File: config.mk
export PLATFORM = sky130hd
export DESIGN_NAME = lr35902_instruction_execute_unit
export DESIGN_NICKNAME = d
export VERILOG_FILES = /design/src/rtl/lr35902_pkg.sv /design/src/rtl/lr35902_front.sv /design/src/rtl/lr35902_queue.sv /design/src/rtl/lr35902_back.sv /design/src/rtl/lr35902_instruction_execute_unit.sv
export SDC_FILE = /design/constraint.sdc
export NUM_CORES = 1
export LEC_CHECK = 0
export ABC_AREA = 1
export BUFFER_PORTS_ARGS = -buffer_cell sky130_fd_sc_hd__buf_4
export CAP_MARGIN = 25
export CORE_MARGIN = 5
export CORE_UTILIZATION = 45
export CTS_BUF_LIST = sky130_fd_sc_hd__clkbuf_2
export DETAILED_ROUTE_END_ITERATION = 6
export PLACE_DENSITY = 0.65
export REMOVE_ABC_BUFFERS = 1
export SYNTH_ARGS = -nofsm -noshare
export SYNTH_HDL_FRONTEND = slang
export SYNTH_SLANG_ARGS = --single-unit
File: constraint.sdc
create_clock -name clk -period 5.3 [get_ports clk]
set_input_delay 0.265 -clock clk [delete_from_list [all_inputs] [get_ports clk]]
set_output_delay 0.265 -clock clk [all_outputs]
set_load 0.01 [all_outputs]
File: src/rtl/lr35902_pkg.sv
// Shared types, instruction classes and helpers for the LR35902 execute unit.
`timescale 1ns / 1ps
`default_nettype none
package lr35902_pkg;

  localparam int unsigned InWidth  = 32;
  localparam int unsigned OutWidth = 144;
  localparam int unsigned QDepth   = 2;

  typedef enum logic [1:0] {
    WK_NONE = 2'd0,
    WK_BYTE = 2'd1,
    WK_WORD = 2'd2
  } write_kind_t;

  // Instruction class worked out by the front end.
  typedef enum logic [4:0] {
    CL_NOP,
    CL_UNSUP,
    CL_LD_NN_SP,
    CL_JR,
    CL_ADD_HL,
    CL_LD_RR_NN,
    CL_LD_IND_A,
    CL_LD_A_IND,
    CL_INCDEC16,
    CL_INC8,
    CL_DEC8,
    CL_LD_R_N,
    CL_ROT,
    CL_LD_R_R,
    CL_ALU
  } op_class_t;

  typedef struct packed {
    op_class_t  cls;
    logic [7:0] opcode;
    logic [15:0] imm;
    logic [7:0] mem_data;
  } dec_word_t;

  typedef struct packed {
    logic [4:0]  cycle_count;
    logic [15:0] write_data;
    logic [15:0] write_address;
    logic [1:0]  write_kind;
    logic [15:0] reg_sp;
    logic [15:0] reg_hl;
    logic [15:0] reg_de;
    logic [15:0] reg_bc;
    logic [15:0] reg_af;
    logic [15:0] pc_out;
  } res_word_t;

  function automatic op_class_t classify(input logic [7:0] op);
    op_class_t c;
    c = CL_NOP;
    if (op > 8'h98 || op == 8'h10 || op == 8'h27 || op == 8'h76) begin
      c = CL_UNSUP;
    end else if (op < 8'h40) begin
      unique case (op[2:0])
        3'd0: begin
          if (op == 8'h08) c = CL_LD_NN_SP;
          else if (op >= 8'h18) c = CL_JR;
          else c = CL_NOP;
        end
        3'd1: c = op[3] ? CL_ADD_HL : CL_LD_RR_NN;
        3'd2: c = op[3] ? CL_LD_A_IND : CL_LD_IND_A;
        3'd3: c = CL_INCDEC16;
        3'd4: c = CL_INC8;
        3'd5: c = CL_DEC8;
        3'd6: c = CL_LD_R_N;
        default: c = CL_ROT;
      endcase
    end else if (op < 8'h80) begin
      c = CL_LD_R_R;
    end else begin
      c = CL_ALU;
    end
    return c;
  endfunction

endpackage
`default_nettype wire

File: src/rtl/lr35902_front.sv
// Front end: accepts instruction words and classifies the opcode.
`timescale 1ns / 1ps
`default_nettype none
module lr35902_front
  import lr35902_pkg::*;
(
  input  wire logic        clk,
  input  wire logic        rst_n,
  input  wire logic        in_valid,
  output logic             in_ready,
  input  wire logic [31:0] in_word,
  output logic             dec_valid,
  input  wire logic        dec_ready,
  output dec_word_t        dec_word
);

  logic      valid_r, valid_nxt;
  dec_word_t word_r;

  assign in_ready  = !valid_r || dec_ready;
  assign dec_valid = valid_r;
  assign dec_word  = word_r;

  always_comb begin
    valid_nxt = valid_r;
    if (in_ready) valid_nxt = in_valid;
  end

  always_ff @(posedge clk) begin
    if (!rst_n) begin
      valid_r <= 1'b0;
    end else begin
      valid_r <= valid_nxt;
    end
    if (in_valid && in_ready) begin
      word_r.cls      <= classify(in_word[7:0]);
      word_r.opcode   <= in_word[7:0];
      word_r.imm      <= in_word[23:8];
      word_r.mem_data <= in_word[31:24];
    end
  end

endmodule
`default_nettype wire

File: src/rtl/lr35902_queue.sv
// Two-entry queue between the decode front and the execute back end.
`timescale 1ns / 1ps
`default_nettype none
module lr35902_queue
  import lr35902_pkg::*;
(
  input  wire logic  clk,
  input  wire logic  rst_n,
  input  wire logic  wr_valid,
  output logic       wr_ready,
  input  dec_word_t  wr_word,
  output logic       rd_valid,
  input  wire logic  rd_ready,
  output dec_word_t  rd_word
);

  dec_word_t   mem_r [QDepth];
  logic        wptr_r, rptr_r;
  logic [1:0]  count_r, count_nxt;
  logic        do_wr, do_rd;

  assign wr_ready = count_r != 2'(QDepth);
  assign rd_valid = count_r != 2'd0;
  assign rd_word  = mem_r[rptr_r];
  assign do_wr    = wr_valid && wr_ready;
  assign do_rd    = rd_valid && rd_ready;

  always_comb begin
    count_nxt = count_r;
    if (do_wr && !do_rd) count_nxt = count_r + 2'd1;
    else if (!do_wr && do_rd) count_nxt = count_r - 2'd1;
  end

  always_ff @(posedge clk) begin
    if (!rst_n) begin
      wptr_r  <= 1'b0;
      rptr_r  <= 1'b0;
      count_r <= 2'd0;
    end else begin
      count_r <= count_nxt;
      if (do_wr) wptr_r <= !wptr_r;
      if (do_rd) rptr_r <= !rptr_r;
    end
    if (do_wr) mem_r[wptr_r] <= wr_word;
  end

`ifndef SYNTHESIS
  a_count_bound: assert property (@(posedge clk) disable iff (!rst_n)
    count_r <= 2'(QDepth)) else $error("queue overfilled");
  a_full_no_write: assert property (@(posedge clk) disable iff (!rst_n)
    (count_r == 2'(QDepth) && !do_rd) |=> count_r == 2'(QDepth))
    else $error("full queue lost a word");
  a_empty_ptrs: assert property (@(posedge clk) disable iff (!rst_n)
    count_r == 2'd0 |-> wptr_r == rptr_r) else $error("pointers disagree on empty");
`endif

endmodule
`default_nettype wire

File: src/rtl/lr35902_back.sv
// Back end: executes one classified instruction per cycle on the register file while out_ready allows.
`timescale 1ns / 1ps
`default_nettype none
module lr35902_back
  import lr35902_pkg::*;
(
  input  wire logic  clk,
  input  wire logic  rst_n,
  input  wire logic  ex_valid,
  output logic       ex_ready,
  input  dec_word_t  ex_word,
  output logic       out_valid,
  input  wire logic  out_ready,
  output res_word_t  res,
  output logic       res_status
);

  logic [7:0]  a_r, a_nxt;
  logic [3:0]  f_r, f_nxt;
  logic [15:0] bc_r, bc_nxt, de_r, de_nxt, hl_r, hl_nxt, sp_r, sp_nxt, pc_r, pc_nxt;
  logic        valid_r;
  res_word_t   res_r, res_nxt;
  logic        st_r, st_nxt;
  logic        fire;

  logic [7:0]  op, n8, md, src8, r8;
  logic [2:0]  hi, lo;
  logic [1:0]  pr;
  logic [15:0] rr, addr, disp;
  logic [16:0] sum17;
  logic [12:0] sum13;
  logic [8:0]  r9;
  logic [4:0]  h5;
  logic        cin, take;
  logic [1:0]  wk;
  logic [15:0] wa, wd;
  logic [4:0]  cyc;

  assign ex_ready   = !valid_r || out_ready;
  assign fire       = ex_valid && ex_ready;
  assign out_valid  = valid_r;
  assign res        = res_r;
  assign res_status = st_r;

  function automatic logic [7:0] get8(input logic [2:0] k, input logic [15:0] bc,
      input logic [15:0] de, input logic [15:0] hl, input logic [7:0] m,
      input logic [7:0] a);
    logic [7:0] v;
    unique case (k)
      3'd0: v = bc[15:8];
      3'd1: v = bc[7:0];
      3'd2: v = de[15:8];
      3'd3: v = de[7:0];
      3'd4: v = hl[15:8];
      3'd5: v = hl[7:0];
      3'd6: v = m;
      default: v = a;
    endcase
    return v;
  endfunction

  always_comb begin
    op = ex_word.opcode;
    n8 = ex_word.imm[7:0];
    md = ex_word.mem_data;
    hi = op[5:3];
    lo = op[2:0];
    pr = op[5:4];
    a_nxt = a_r; f_nxt = f_r; bc_nxt = bc_r; de_nxt = de_r; hl_nxt = hl_r;
    sp_nxt = sp_r;
    pc_nxt = pc_r + 16'd1;
    wk = WK_NONE; wa = 16'd0; wd = 16'd0; cyc = 5'd4; st_nxt = 1'b0;
    unique case (pr)
      2'd0: rr = bc_r;
      2'd1: rr = de_r;
      2'd2: rr = hl_r;
      default: rr = sp_r;
    endcase
    addr = (pr == 2'd0) ? bc_r : (pr == 2'd1) ? de_r : hl_r;
    src8 = get8(ex_word.cls == CL_INC8 || ex_word.cls == CL_DEC8 ? hi : lo,
                bc_r, de_r, hl_r, md, a_r);
    r8 = 8'd0; sum17 = 17'd0; sum13 = 13'd0; r9 = 9'd0; h5 = 5'd0;
    cin = 1'b0; take = 1'b1;
    disp = {{8{n8[7]}}, n8};
    unique case (ex_word.cls)
      CL_UNSUP: st_nxt = 1'b1;
      CL_NOP: ;
      CL_LD_NN_SP: begin
        wk = WK_WORD; wa = ex_word.imm; wd = sp_r;
        pc_nxt = pc_r + 16'd3; cyc = 5'd20;
      end
      CL_JR: begin
        priority case (op)
          8'h20: take = !f_r[3];
          8'h28: take = f_r[3];
          8'h30: take = !f_r[0];
          8'h38: take = f_r[0];
          default: take = 1'b1;
        endcase
        pc_nxt = pc_r + 16'd2 + (take ? disp : 16'd0);
        cyc = take ? 5'd12 : 5'd8;
      end
      CL_ADD_HL: begin
        sum17 = {1'b0, hl_r} + {1'b0, rr};
        sum13 = {1'b0, hl_r[11:0]} + {1'b0, rr[11:0]};
        f_nxt = {f_r[3], 1'b0, sum13[12], sum17[16]};
        hl_nxt = sum17[15:0];
        cyc = 5'd8;
      end
      CL_LD_RR_NN: begin
        unique case (pr)
          2'd0: bc_nxt = ex_word.imm;
          2'd1: de_nxt = ex_word.imm;
          2'd2: hl_nxt = ex_word.imm;
          default: sp_nxt = ex_word.imm;
        endcase
        pc_nxt = pc_r + 16'd3; cyc = 5'd12;
      end
      CL_LD_IND_A, CL_LD_A_IND: begin
        if (ex_word.cls == CL_LD_A_IND) a_nxt = md;
        else begin
          wk = WK_BYTE; wa = addr; wd = {8'd0, a_r};
        end
        if (pr == 2'd2) hl_nxt = hl_r + 16'd1;
        if (pr == 2'd3) hl_nxt = hl_r - 16'd1;
        cyc = 5'd8;
      end
      CL_INCDEC16: begin
        rr = rr + (op[3] ? 16'hFFFF : 16'd1);
        unique case (pr)
          2'd0: bc_nxt = rr;
          2'd1: de_nxt = rr;
          2'd2: hl_nxt = rr;
          default: sp_nxt = rr;
        endcase
        cyc = 5'd8;
      end
      CL_INC8, CL_DEC8, CL_LD_R_N, CL_LD_R_R: begin
        if (ex_word.cls == CL_INC8) begin
          r8 = src8 + 8'd1;
          f_nxt = {r8 == 8'd0, 1'b0, src8[3:0] == 4'hF, f_r[0]};
        end else if (ex_word.cls == CL_DEC8) begin
          r8 = src8 - 8'd1;
          f_nxt = {r8 == 8'd0, 1'b1, src8[3:0] == 4'h0, f_r[0]};
        end else if (ex_word.cls == CL_LD_R_N) begin
          r8 = n8;
          pc_nxt = pc_r + 16'd2;
        end else begin
          r8 = src8;
        end
        if (ex_word.cls == CL_LD_R_R) cyc = (lo == 3'd6) ? 5'd8 : 5'd4;
        else if (ex_word.cls == CL_LD_R_N) cyc = (hi == 3'd6) ? 5'd12 : 5'd8;
        else cyc = (hi == 3'd6) ? 5'd12 : 5'd4;
        if (hi == 3'd6) begin
          wk = WK_BYTE; wa = hl_r; wd = {8'd0, r8};
          if (ex_word.cls == CL_LD_R_R) cyc = 5'd8;
        end else begin
          unique case (hi)
            3'd0: bc_nxt[15:8] = r8;
            3'd1: bc_nxt[7:0] = r8;
            3'd2: de_nxt[15:8] = r8;
            3'd3: de_nxt[7:0] = r8;
            3'd4: hl_nxt[15:8] = r8;
            3'd5: hl_nxt[7:0] = r8;
            default: a_nxt = r8;
          endcase
        end
      end
      CL_ROT: begin
        unique case (hi)
          3'd0: begin a_nxt = {a_r[6:0], a_r[7]}; f_nxt = {3'b000, a_r[7]}; end
          3'd1: begin a_nxt = {a_r[0], a_r[7:1]}; f_nxt = {3'b000, a_r[0]}; end
          3'd2: begin a_nxt = {a_r[6:0], f_r[0]}; f_nxt = {3'b000, a_r[7]}; end
          3'd3: begin a_nxt = {f_r[0], a_r[7:1]}; f_nxt = {3'b000, a_r[0]}; end
          3'd5: begin a_nxt = ~a_r; f_nxt = f_r | 4'b0110; end
          3'd6: f_nxt = {f_r[3], 3'b001};
          default: f_nxt = {f_r[3], 2'b00, !f_r[0]};
        endcase
      end
      CL_ALU: begin
        cin = hi[0] & f_r[0];
        if (!hi[1]) begin
          r9 = {1'b0, a_r} + {1'b0, src8} + {8'd0, cin};
          h5 = {1'b0, a_r[3:0]} + {1'b0, src8[3:0]} + {4'd0, cin};
          f_nxt = {r9[7:0] == 8'd0, 1'b0, h5[4], r9[8]};
        end else begin
          r9 = {1'b0, a_r} - {1'b0, src8} - {8'd0, cin};
          h5 = {1'b0, a_r[3:0]} - {1'b0, src8[3:0]} - {4'd0, cin};
          f_nxt = {r9[7:0] == 8'd0, 1'b1, h5[4], r9[8]};
        end
        a_nxt = r9[7:0];
        cyc = (lo == 3'd6) ? 5'd8 : 5'd4;
      end
      default: ;
    endcase
    res_nxt.pc_out        = pc_nxt;
    res_nxt.reg_af        = {a_nxt, f_nxt, 4'd0};
    res_nxt.reg_bc        = bc_nxt;
    res_nxt.reg_de        = de_nxt;
    res_nxt.reg_hl        = hl_nxt;
    res_nxt.reg_sp        = sp_nxt;
    res_nxt.write_kind    = wk;
    res_nxt.write_address = wa;
    res_nxt.write_data    = wd;
    res_nxt.cycle_count   = cyc;
  end

  always_ff @(posedge clk) begin
    if (!rst_n) begin
      valid_r <= 1'b0;
      a_r <= 8'd0; f_r <= 4'd0; bc_r <= 16'd0; de_r <= 16'd0; hl_r <= 16'd0;
      sp_r <= 16'd0; pc_r <= 16'd0;
    end else begin
      if (ex_ready) valid_r <= ex_valid;
      if (fire) begin
        a_r <= a_nxt; f_r <= f_nxt; bc_r <= bc_nxt; de_r <= de_nxt;
        hl_r <= hl_nxt; sp_r <= sp_nxt; pc_r <= pc_nxt;
      end
    end
    if (fire) begin
      res_r <= res_nxt;
      st_r  <= st_nxt;
    end
  end

`ifndef SYNTHESIS
  a_pc_tracks: assert property (@(posedge clk) disable iff (!rst_n)
    fire |=> res_r.pc_out == pc_r) else $error("result pc and state pc differ");
  a_unsup_cycles: assert property (@(posedge clk) disable iff (!rst_n)
    (valid_r && st_r) |-> (res_r.cycle_count == 5'd4 && res_r.write_kind == WK_NONE))
    else $error("unsupported opcode did work");
  a_hold: assert property (@(posedge clk) disable iff (!rst_n)
    (valid_r && !out_ready) |=> $stable(pc_r)) else $error("state moved on stall");
`endif

endmodule
`default_nettype wire

File: src/rtl/lr35902_instruction_execute_unit.sv
// Top level of the LR35902 instruction execute unit.
// A word passes the decode register, the queue and the execute register on its way
// from in_* to out_*. Throughput: one instruction per cycle while out_tready allows,
// set by the execute stage that updates the register file.
// Reset: rst_n synchronous, active low; clears all CPU registers and empties the pipe.
`timescale 1ns / 1ps
`default_nettype none
module lr35902_instruction_execute_unit
  import lr35902_pkg::*;
(
  input  wire logic         clk,
  input  wire logic         rst_n,
  input  wire logic         in_tvalid,
  output logic              in_tready,
  // opcode[7:0], immediate[23:8], mem_data[31:24]
  input  wire logic [31:0]  in_tdata,
  output logic              out_tvalid,
  input  wire logic         out_tready,
  // pc_out, reg_af, reg_bc, reg_de, reg_hl, reg_sp, write_kind, write_address,
  // write_data, cycle_count, status from bit 0 up, zero padded
  output logic [143:0]      out_tdata
);

  logic      f_valid, f_ready, q_valid, q_ready, st;
  dec_word_t f_word, q_word;
  res_word_t r;

  lr35902_front u_front (
    .clk, .rst_n, .in_valid(in_tvalid), .in_ready(in_tready), .in_word(in_tdata),
    .dec_valid(f_valid), .dec_ready(f_ready), .dec_word(f_word)
  );

  lr35902_queue u_queue (
    .clk, .rst_n, .wr_valid(f_valid), .wr_ready(f_ready), .wr_word(f_word),
    .rd_valid(q_valid), .rd_ready(q_ready), .rd_word(q_word)
  );

  lr35902_back u_back (
    .clk, .rst_n, .ex_valid(q_valid), .ex_ready(q_ready), .ex_word(q_word),
    .out_valid(out_tvalid), .out_ready(out_tready), .res(r), .res_status(st)
  );

  assign out_tdata = {8'd0, st, r.cycle_count, r.write_data, r.write_address,
                      r.write_kind, r.reg_sp, r.reg_hl, r.reg_de, r.reg_bc,
                      r.reg_af, r.pc_out};

endmodule
`default_nettype wire

==> impl_metrics.yaml, run 1 <==
status:
  outcome: "finished with violations"
  violations: "DRC"
drt:
  vias: 23047
  drt_wl_total_mm: 89.4
  final_antenna_net_count: 0
  dr.pass1.iters: 7
  drtIter0Drc: 3032
  vias_per_cell: 5.86
  wire_per_inst_um: 22.7
  drc: 8
setup_path:
  path_buf_inv: 5
  cp.required_ns: 6.09
  cpMostUsedCell: "nand2_1"
  r2r_slack_ns: 0.19
  startpoint_type: "flip-flop"
  cp-end-kind: "flip-flop"
  r2r-end: "u_back.res[79]"
  path_depth: 26
  crit_family: "simple AND/OR/NAND/NOR gates"
  cpMaxStageDelayCell: "dfxtp_4"
  path_class: "flip-flop to flip-flop"
  reg2reg_depth: 26
  crit_path_max_fanout: 23
  cp.arrival_ns: 5.90
  cpPeakStageDelay_ns: 0.42
logic_synthesis:
  synth-xor-area-share: 0.0219
  syn_inst: 2909
  synth_fa_ha_area_frac: 0.0499
  yosysUniqueCellTypes: 68
  synth_top_family_by_area: "simple AND/OR/NAND/NOR gates"
  ys_seq_area_frac: 0.407
  synth_mux_area_frac: 0.00134
  yosysWarnings: 0
  synth_area_um2: 22400
  async_flop_share: 0
  avgSynthCellArea_um2: 7.69
  yosys.area_share.simple: 0.214
  synth_compound_area_frac: 0.207
  synth-edff-count: 237
  synth-seq-cells: 336
  synthFlopType: "edfxtp_1"
finish:
  area_growth_pct: 16.8
  nNetsFinal: 3310
  drive_gt1_frac: 0.156
  fillers: 4795
  multi_input_area_um2: 11200
  seq_area_um2: 9100
  final_core_util: 0.533
sta:
  period_needed_ns: 5.11
  slew_headroom: 0.210
  fin_crit_sh: 0.965
  fin_setup_tns_ns: 0
  finalSetupViolCount: 0
  skew_ns: 0.135
  report.final.slew_viol_count: 0
  worstMarginPinSlew_ns: 1.18
  rsz0062_at_grt: "true"
  final_hold_viol_count: 0
  fmaxAchievable_mhz: 196
floorplan:
  core.rowCount: 81
  die_h_um: 233
  initial_core_util: 0.456
  core_um2: 49100
  die_w_um: 233
  ioPinCount: 182
  die_area_um2: 54300
placement:
  finalWeightedCongestion: 1.01
  dp.final_hpwl_mm: 64.1
  port_buffers: 167
min_path:
  min-delay-start: "rst_n"
  hold_end: "u_back.hl_r[5]"
  hold_depth: 4
  hold_path_class: "input port to flip-flop"
grt:
  grt_pass1_wl_mm: 131
  grt_usage: 0.318
  grt_max_degree: 73
  globalRoute.totalOverflow: 0
  grt_pass1_vias: 21413
  antenna_found_initial: 2
clock_network:
  cts_tree: "yes"
  clock_path_buffers: 3
  htreeDepth: 3
  cts.root.buffer_cell: "clkbuf_2"
  clkTransAtPathRegs_ns: 0.13
  clock_latency_ns: 1.19
  cts_num_sinks: 336
  numCtsBuffers: 91
run:
  drv_cap: 0
[metal layers]
| metal | up-vias | track usage | routed length, µm |
|---|---|---|---|
| met5 | - | 0 | 13 |
| li1 | 10611 | - | - |
| met2 | 1448 | 0.479 | 38300 |
| met3 | 249 | 0.0733 | 10500 |
| met1 | 10737 | 0.440 | 36500 |
| met4 | 2 | 0.140 | 4090 |
[cell usage after synthesis (all sizes together) (2+ instances only)]
cell	number	area share
a31oi	7	0.0020
buf	48	0.015
edfxtp	237	0.32
a211oi	17	0.0057
o41ai	4	0.0016
o22ai	25	0.0078
ha	78	0.044
dfxtp	99	0.089
o211ai	37	0.012
o21ai	317	0.074
fa	7	0.0063
clkinv	9	0.0015
or2	17	0.0048
mux2i	3	0.0013
nor4	9	0.0025
nand4	63	0.018
o311ai	2	0.00078
a21o	3	0.0010
o221ai	33	0.013
a311oi	3	0.0012
o22a	2	0.00078
nor3	27	0.0060
a221oi	8	0.0031
o31ai	5	0.0017
nor2	279	0.050
o32ai	9	0.0035
a2111oi	3	0.0012
nand2	548	0.098
xor2	43	0.017
a21oi	266	0.060
o21bai	5	0.0017
o21a	2	0.00067
nand3b	6	0.0020
clkbuf	91	0.015
o2111ai	16	0.0063
a22oi	20	0.0067
inv	402	0.067
xnor2	13	0.0051
nand3	138	0.032
[registers in the layout, summed over array words and instances, names as in the netlist, 2 cells and up, named ones only]
signal and count:
u_front.dec_word 36, u_back.res 128, u_back.sp_r 16, u_back.de_r 16
u_back.bc_r 16, u_queue.mem_r 72, u_back.a_r 8, u_back.pc_r 16
u_queue.count_r 2, u_back.f_r 4, u_back.hl_r 16
[logic make-up after synthesis]
logic type | after synthesis
DFF | 336
buffers and inverters | 550
and+or+nand+nor | 1089
xor gates and xnor gates | 56
AOI/OAI and AO/OA | 789
other | 1
muxes | 3
adders and majority gates | 85
[how the worst max path moves through the flow]
stage / start / slack [ns] / end
global route: flip-flop / -0.006 / u_back.res[31]
floorplan: u_queue.count_r[0] / -11.04 / u_queue.count_r[1]
global placement: flip-flop / 0.13 / u_back.res[20]
finish: flip-flop / 0.19 / u_back.res[79]
CTS: flip-flop / 0.06 / u_back.res[23]
detailed placement: flip-flop / 0.06 / u_back.res[23]
[through the flow]
stage | cell area, µm² | cells | setup slack [ns] | hold WS, ns
after floorplan | 21800 | 2783 | -11.04 | 0.364
after global placement | 24400 | 3686 | 0.131 | 0.424
after detailed placement | 24500 | 3687 | 0.0554 | 0.430
after CTS | 26000 | 3925 | 0.0561 | 0.0617
after global routing | 26100 | 3930 | -0.00631 | 0.128
final | 26100 | 3931 | 0.187 | 0.152
[worst register-to-register path: stages (launching register included)]
cell and delay [ns]:
dfxtp_4 0.42, buf_4 0.17, nand2_1 0.07, nand2_2 0.29
inv_2 0.20, nand2_2 0.25, inv_1 0.15, buf_4 0.17
buf_4 0.21, nand2_1 0.09, o221ai_1 0.22, nand2_1 0.12
o21ai_0 0.15, ha_1 0.40, nand2_1 0.09, nor2_1 0.15
nand2_1 0.09, o21ai_2 0.26, nand3_1 0.11, nand2_1 0.11
nand3_1 0.07, nand2_1 0.18, nand3_1 0.14, nand3_1 0.18
nand3_1 0.13, a21oi_1 0.24, nand3_1 0.17
[cells in the final DEF (no fill, tap or decap), drive strengths merged, types with 3 or more instances in the layout]
| cell type | n |
|---|---|
| nand2 | 548 |
| inv | 403 |
| o21ai | 318 |
| nor2 | 279 |
| a21oi | 266 |
| buf | 243 |
| edfxtp | 237 |
| nand3 | 138 |
| clkbuf | 125 |
| dfxtp | 99 |
| ha | 78 |
| dlygate4sd3 | 69 |
| nand4 | 63 |
| clkinv | 46 |
| xor2 | 43 |
| o211ai | 37 |
| o221ai | 33 |
| nor3 | 27 |
| o22ai | 25 |
| a22oi | 20 |
| a211oi | 17 |
| or2 | 17 |
| o2111ai | 16 |
| conb | 14 |
| xnor2 | 13 |
| nor4 | 9 |
| o32ai | 9 |
| a221oi | 8 |
| a31oi | 7 |
| fa | 7 |
| nand3b | 6 |
| o31ai | 5 |
| o21bai | 5 |
| o41ai | 4 |
| mux2i | 3 |
| a21o | 3 |
| a311oi | 3 |
| clkinvlp | 3 |
| bufinv | 3 |
| a2111oi | 3 |
[area by class of cell]
class / instances / area share
Sequential cell: 336 / 0.348
Antenna cell: 2 / 0.000191
Multi-Input combinational cell: 2037 / 0.429
Clock buffer: 125 / 0.0239
Clock inverter: 44 / 0.0105
Timing Repair Buffer: 312 / 0.0974
Tap cell: 664 / 0.0318
Inverter: 411 / 0.0592
[what timing repair did]
| action | in CTS | in global routing |
|---|---|---|
| endpoints found under the hold margin | 133 | 0 |
| gates resized for setup | 0 | 17 |
| buffers inserted | 0 | 3 |
| endpoints found under the setup margin | 0 | 53 |
| hold buffers | 69 | 0 |
Power of run 1 is left out: the tool's default activity adds up to more than one toggle a clock period on the data nets, which glitch-free logic cannot reach.
==> run 2, diff against run 1 <==
--- a/config.mk
+++ b/config.mk
@@ -9,10 +9,9 @@
 export BUFFER_PORTS_ARGS = -buffer_cell sky130_fd_sc_hd__buf_4
 export CAP_MARGIN = 25
 export CORE_MARGIN = 5
-export CORE_UTILIZATION = 45
+export CORE_UTILIZATION = 25
 export CTS_BUF_LIST = sky130_fd_sc_hd__clkbuf_2
 export DETAILED_ROUTE_END_ITERATION = 6
-export PLACE_DENSITY = 0.65
 export REMOVE_ABC_BUFFERS = 1
 export SYNTH_ARGS = -nofsm -noshare
 export SYNTH_HDL_FRONTEND = slang
==> run 2 against run 1 <==
The run now ends clean. Worst setup slack better by 0.18 ns. Critical path depth is 1 higher. Non-clock buffer count is 13 higher. Cell area is 2.8% higher. Count of clock-buffer cells in the layout up 16. Routed wire length up 2.9%. Clock skew grew 0.0054 ns.
==> impl_metrics.yaml, run 2 (synthesis results as in run 1) <==
floorplan:
  core_um2: 88600
  ioPinCount: 182
  die_h_um: 309
  initial_core_util: 0.252
  core.rowCount: 109
  die_w_um: 309
  die_area_um2: 95600
sta:
  rsz0062_at_grt: "true"
  final_hold_viol_count: 0
  skew_ns: 0.141
  worstMarginPinSlew_ns: 1.00
  report.final.slew_viol_count: 0
  period_needed_ns: 4.94
  fin_crit_sh: 0.931
  finalSetupViolCount: 0
  fmaxAchievable_mhz: 203
  slew_headroom: 0.331
drt:
  dr.pass1.iters: 6
  final_antenna_net_count: 0
  wire_per_inst_um: 20.6
  drtIter0Drc: 2444
  drc: 0
  vias: 22446
  drt_wl_total_mm: 92.0
  vias_per_cell: 5.03
finish:
  final_core_util: 0.303
  fillers: 9607
  largest_reg_flops: 128
  area_growth_pct: 20.0
  drive_gt1_frac: 0.159
  final_cell_mix: "nand2_1, inv_1, a21oi_1"
  nNetsFinal: 3327
  layout_commonest_cell: "nand2_1"
setup_path:
  cp.required_ns: 6.30
  crit_path_max_fanout: 20
  reg2reg_depth: 27
  r2r_slack_ns: 0.36
  path_class: "flip-flop to flip-flop"
  cp.arrival_ns: 5.94
  cp-end-kind: "flip-flop"
  cp-endpoint: "u_back.de_r[11]"
  r2r-end: "u_back.de_r[11]"
  startpoint_type: "flip-flop"
min_path:
  hold_path_class: "input port to flip-flop"
clock_network:
  cts_num_sinks: 336
  clock_latency_ns: 1.21
  clock_path_buffers: 3
  numCtsBuffers: 96
  cts.root.buffer_cell: "clkbuf_2"
  clkTransAtPathRegs_ns: 0.10
  cts_tree: "yes"
  htreeDepth: 3
grt:
  grt_pass1_vias: 21173
  grt_max_degree: 128
  grt_usage: 0.185
  globalRoute.totalOverflow: 0
  grt_pass1_wl_mm: 135
  antenna_found_initial: 4
placement:
  dp.final_hpwl_mm: 68.4
  finalWeightedCongestion: 0.991
  port_buffers: 167
status:
  outcome: "complete, no violations"
run:
  drv_cap: 0
[run 2: critical path, cell delays in order (launching register included)]
cell,delay [ns]
dfxtp_4,0.40
inv_2,0.12
buf_6,0.22
nand2_1,0.09
nand2_2,0.09
inv_2,0.08
nand2_1,0.34
inv_1,0.11
buf_4,0.19
buf_4,0.21
nand2_1,0.08
o221ai_1,0.20
nand2_1,0.11
o21ai_0,0.15
ha_1,0.39
nand2_1,0.10
nor2_1,0.14
nand2_1,0.07
o21ai_1,0.33
nand3_1,0.12
nand2_1,0.13
xnor2_1,0.16
or2_1,0.21
o211ai_1,0.20
o22ai_1,0.19
nand2_1,0.16
o21ai_1,0.16
inv_1,0.05
[run 2: layout make-up]
| cell class | instances | area [µm²] | share of cell area |
|---|---|---|---|
| Multi-Input combinational cell | 2036 | 11200 | 0.416 |
| Sequential cell | 336 | 9100 | 0.339 |
| Clock buffer | 141 | 706 | 0.0263 |
| Tap cell | 1165 | 1460 | 0.0543 |
| Inverter | 411 | 1550 | 0.0575 |
| Clock inverter | 40 | 208 | 0.00773 |
| Antenna cell | 4 | 10.0 | 0.000373 |
| Timing Repair Buffer | 325 | 2660 | 0.0990 |
[run 2: layer usage]
metal	up-vias	global-route usage	wire length, µm
met3	241	0.0461	9120
met4	0	0.0790	4040
met2	1156	0.284	39900
met1	10396	0.249	39000
li1	10653	-	-
met5	-	0	0
[run 2: worst min path at each step]
stage | startpoint | to | slack, ns | cells after the start
2_1_floorplan | in_tdata[24] | u_front.dec_word[0] | 0.36 | 0
3_3_place_gp | u_front.dec_word[14] | u_queue.mem_r[0][14] | 0.42 | 0
3_5_place_dp | u_front.dec_word[15] | u_queue.mem_r[0][15] | 0.43 | 0
4_1_cts | in_tdata[7] | u_front.dec_word[32] | 0.004 | 5
5_1_grt | in_tdata[7] | u_front.dec_word[32] | 0.06 | 5
6_report | in_tdata[7] | u_front.dec_word[32] | 0.18 | 5
[run 2: metrics by stage]
stage,setup slack [ns],instance area [µm²],hold WS (ns),TNS (ns),instances
global route,-0.0125,26900,0.0636,-0.0125,4457
detailed placement,0.0361,25200,0.430,0,4197
CTS,0.0380,26800,0.00371,0,4451
floorplan,-11.04,21800,0.364,-1396.00,2783
finish,0.364,26900,0.183,0,4458
global placement,0.105,25200,0.425,0,4197
[run 2: timing repair]
action | CTS | global route
setup endpoints to repair | 1 | 26
hold buffers | 73 | 0
hold endpoints to repair | 209 | 0
setup buffers | 0 | 3
gates resized for setup | 1 | 10
pin swaps | 0 | 1
Power of run 2 is left out for the same reason.
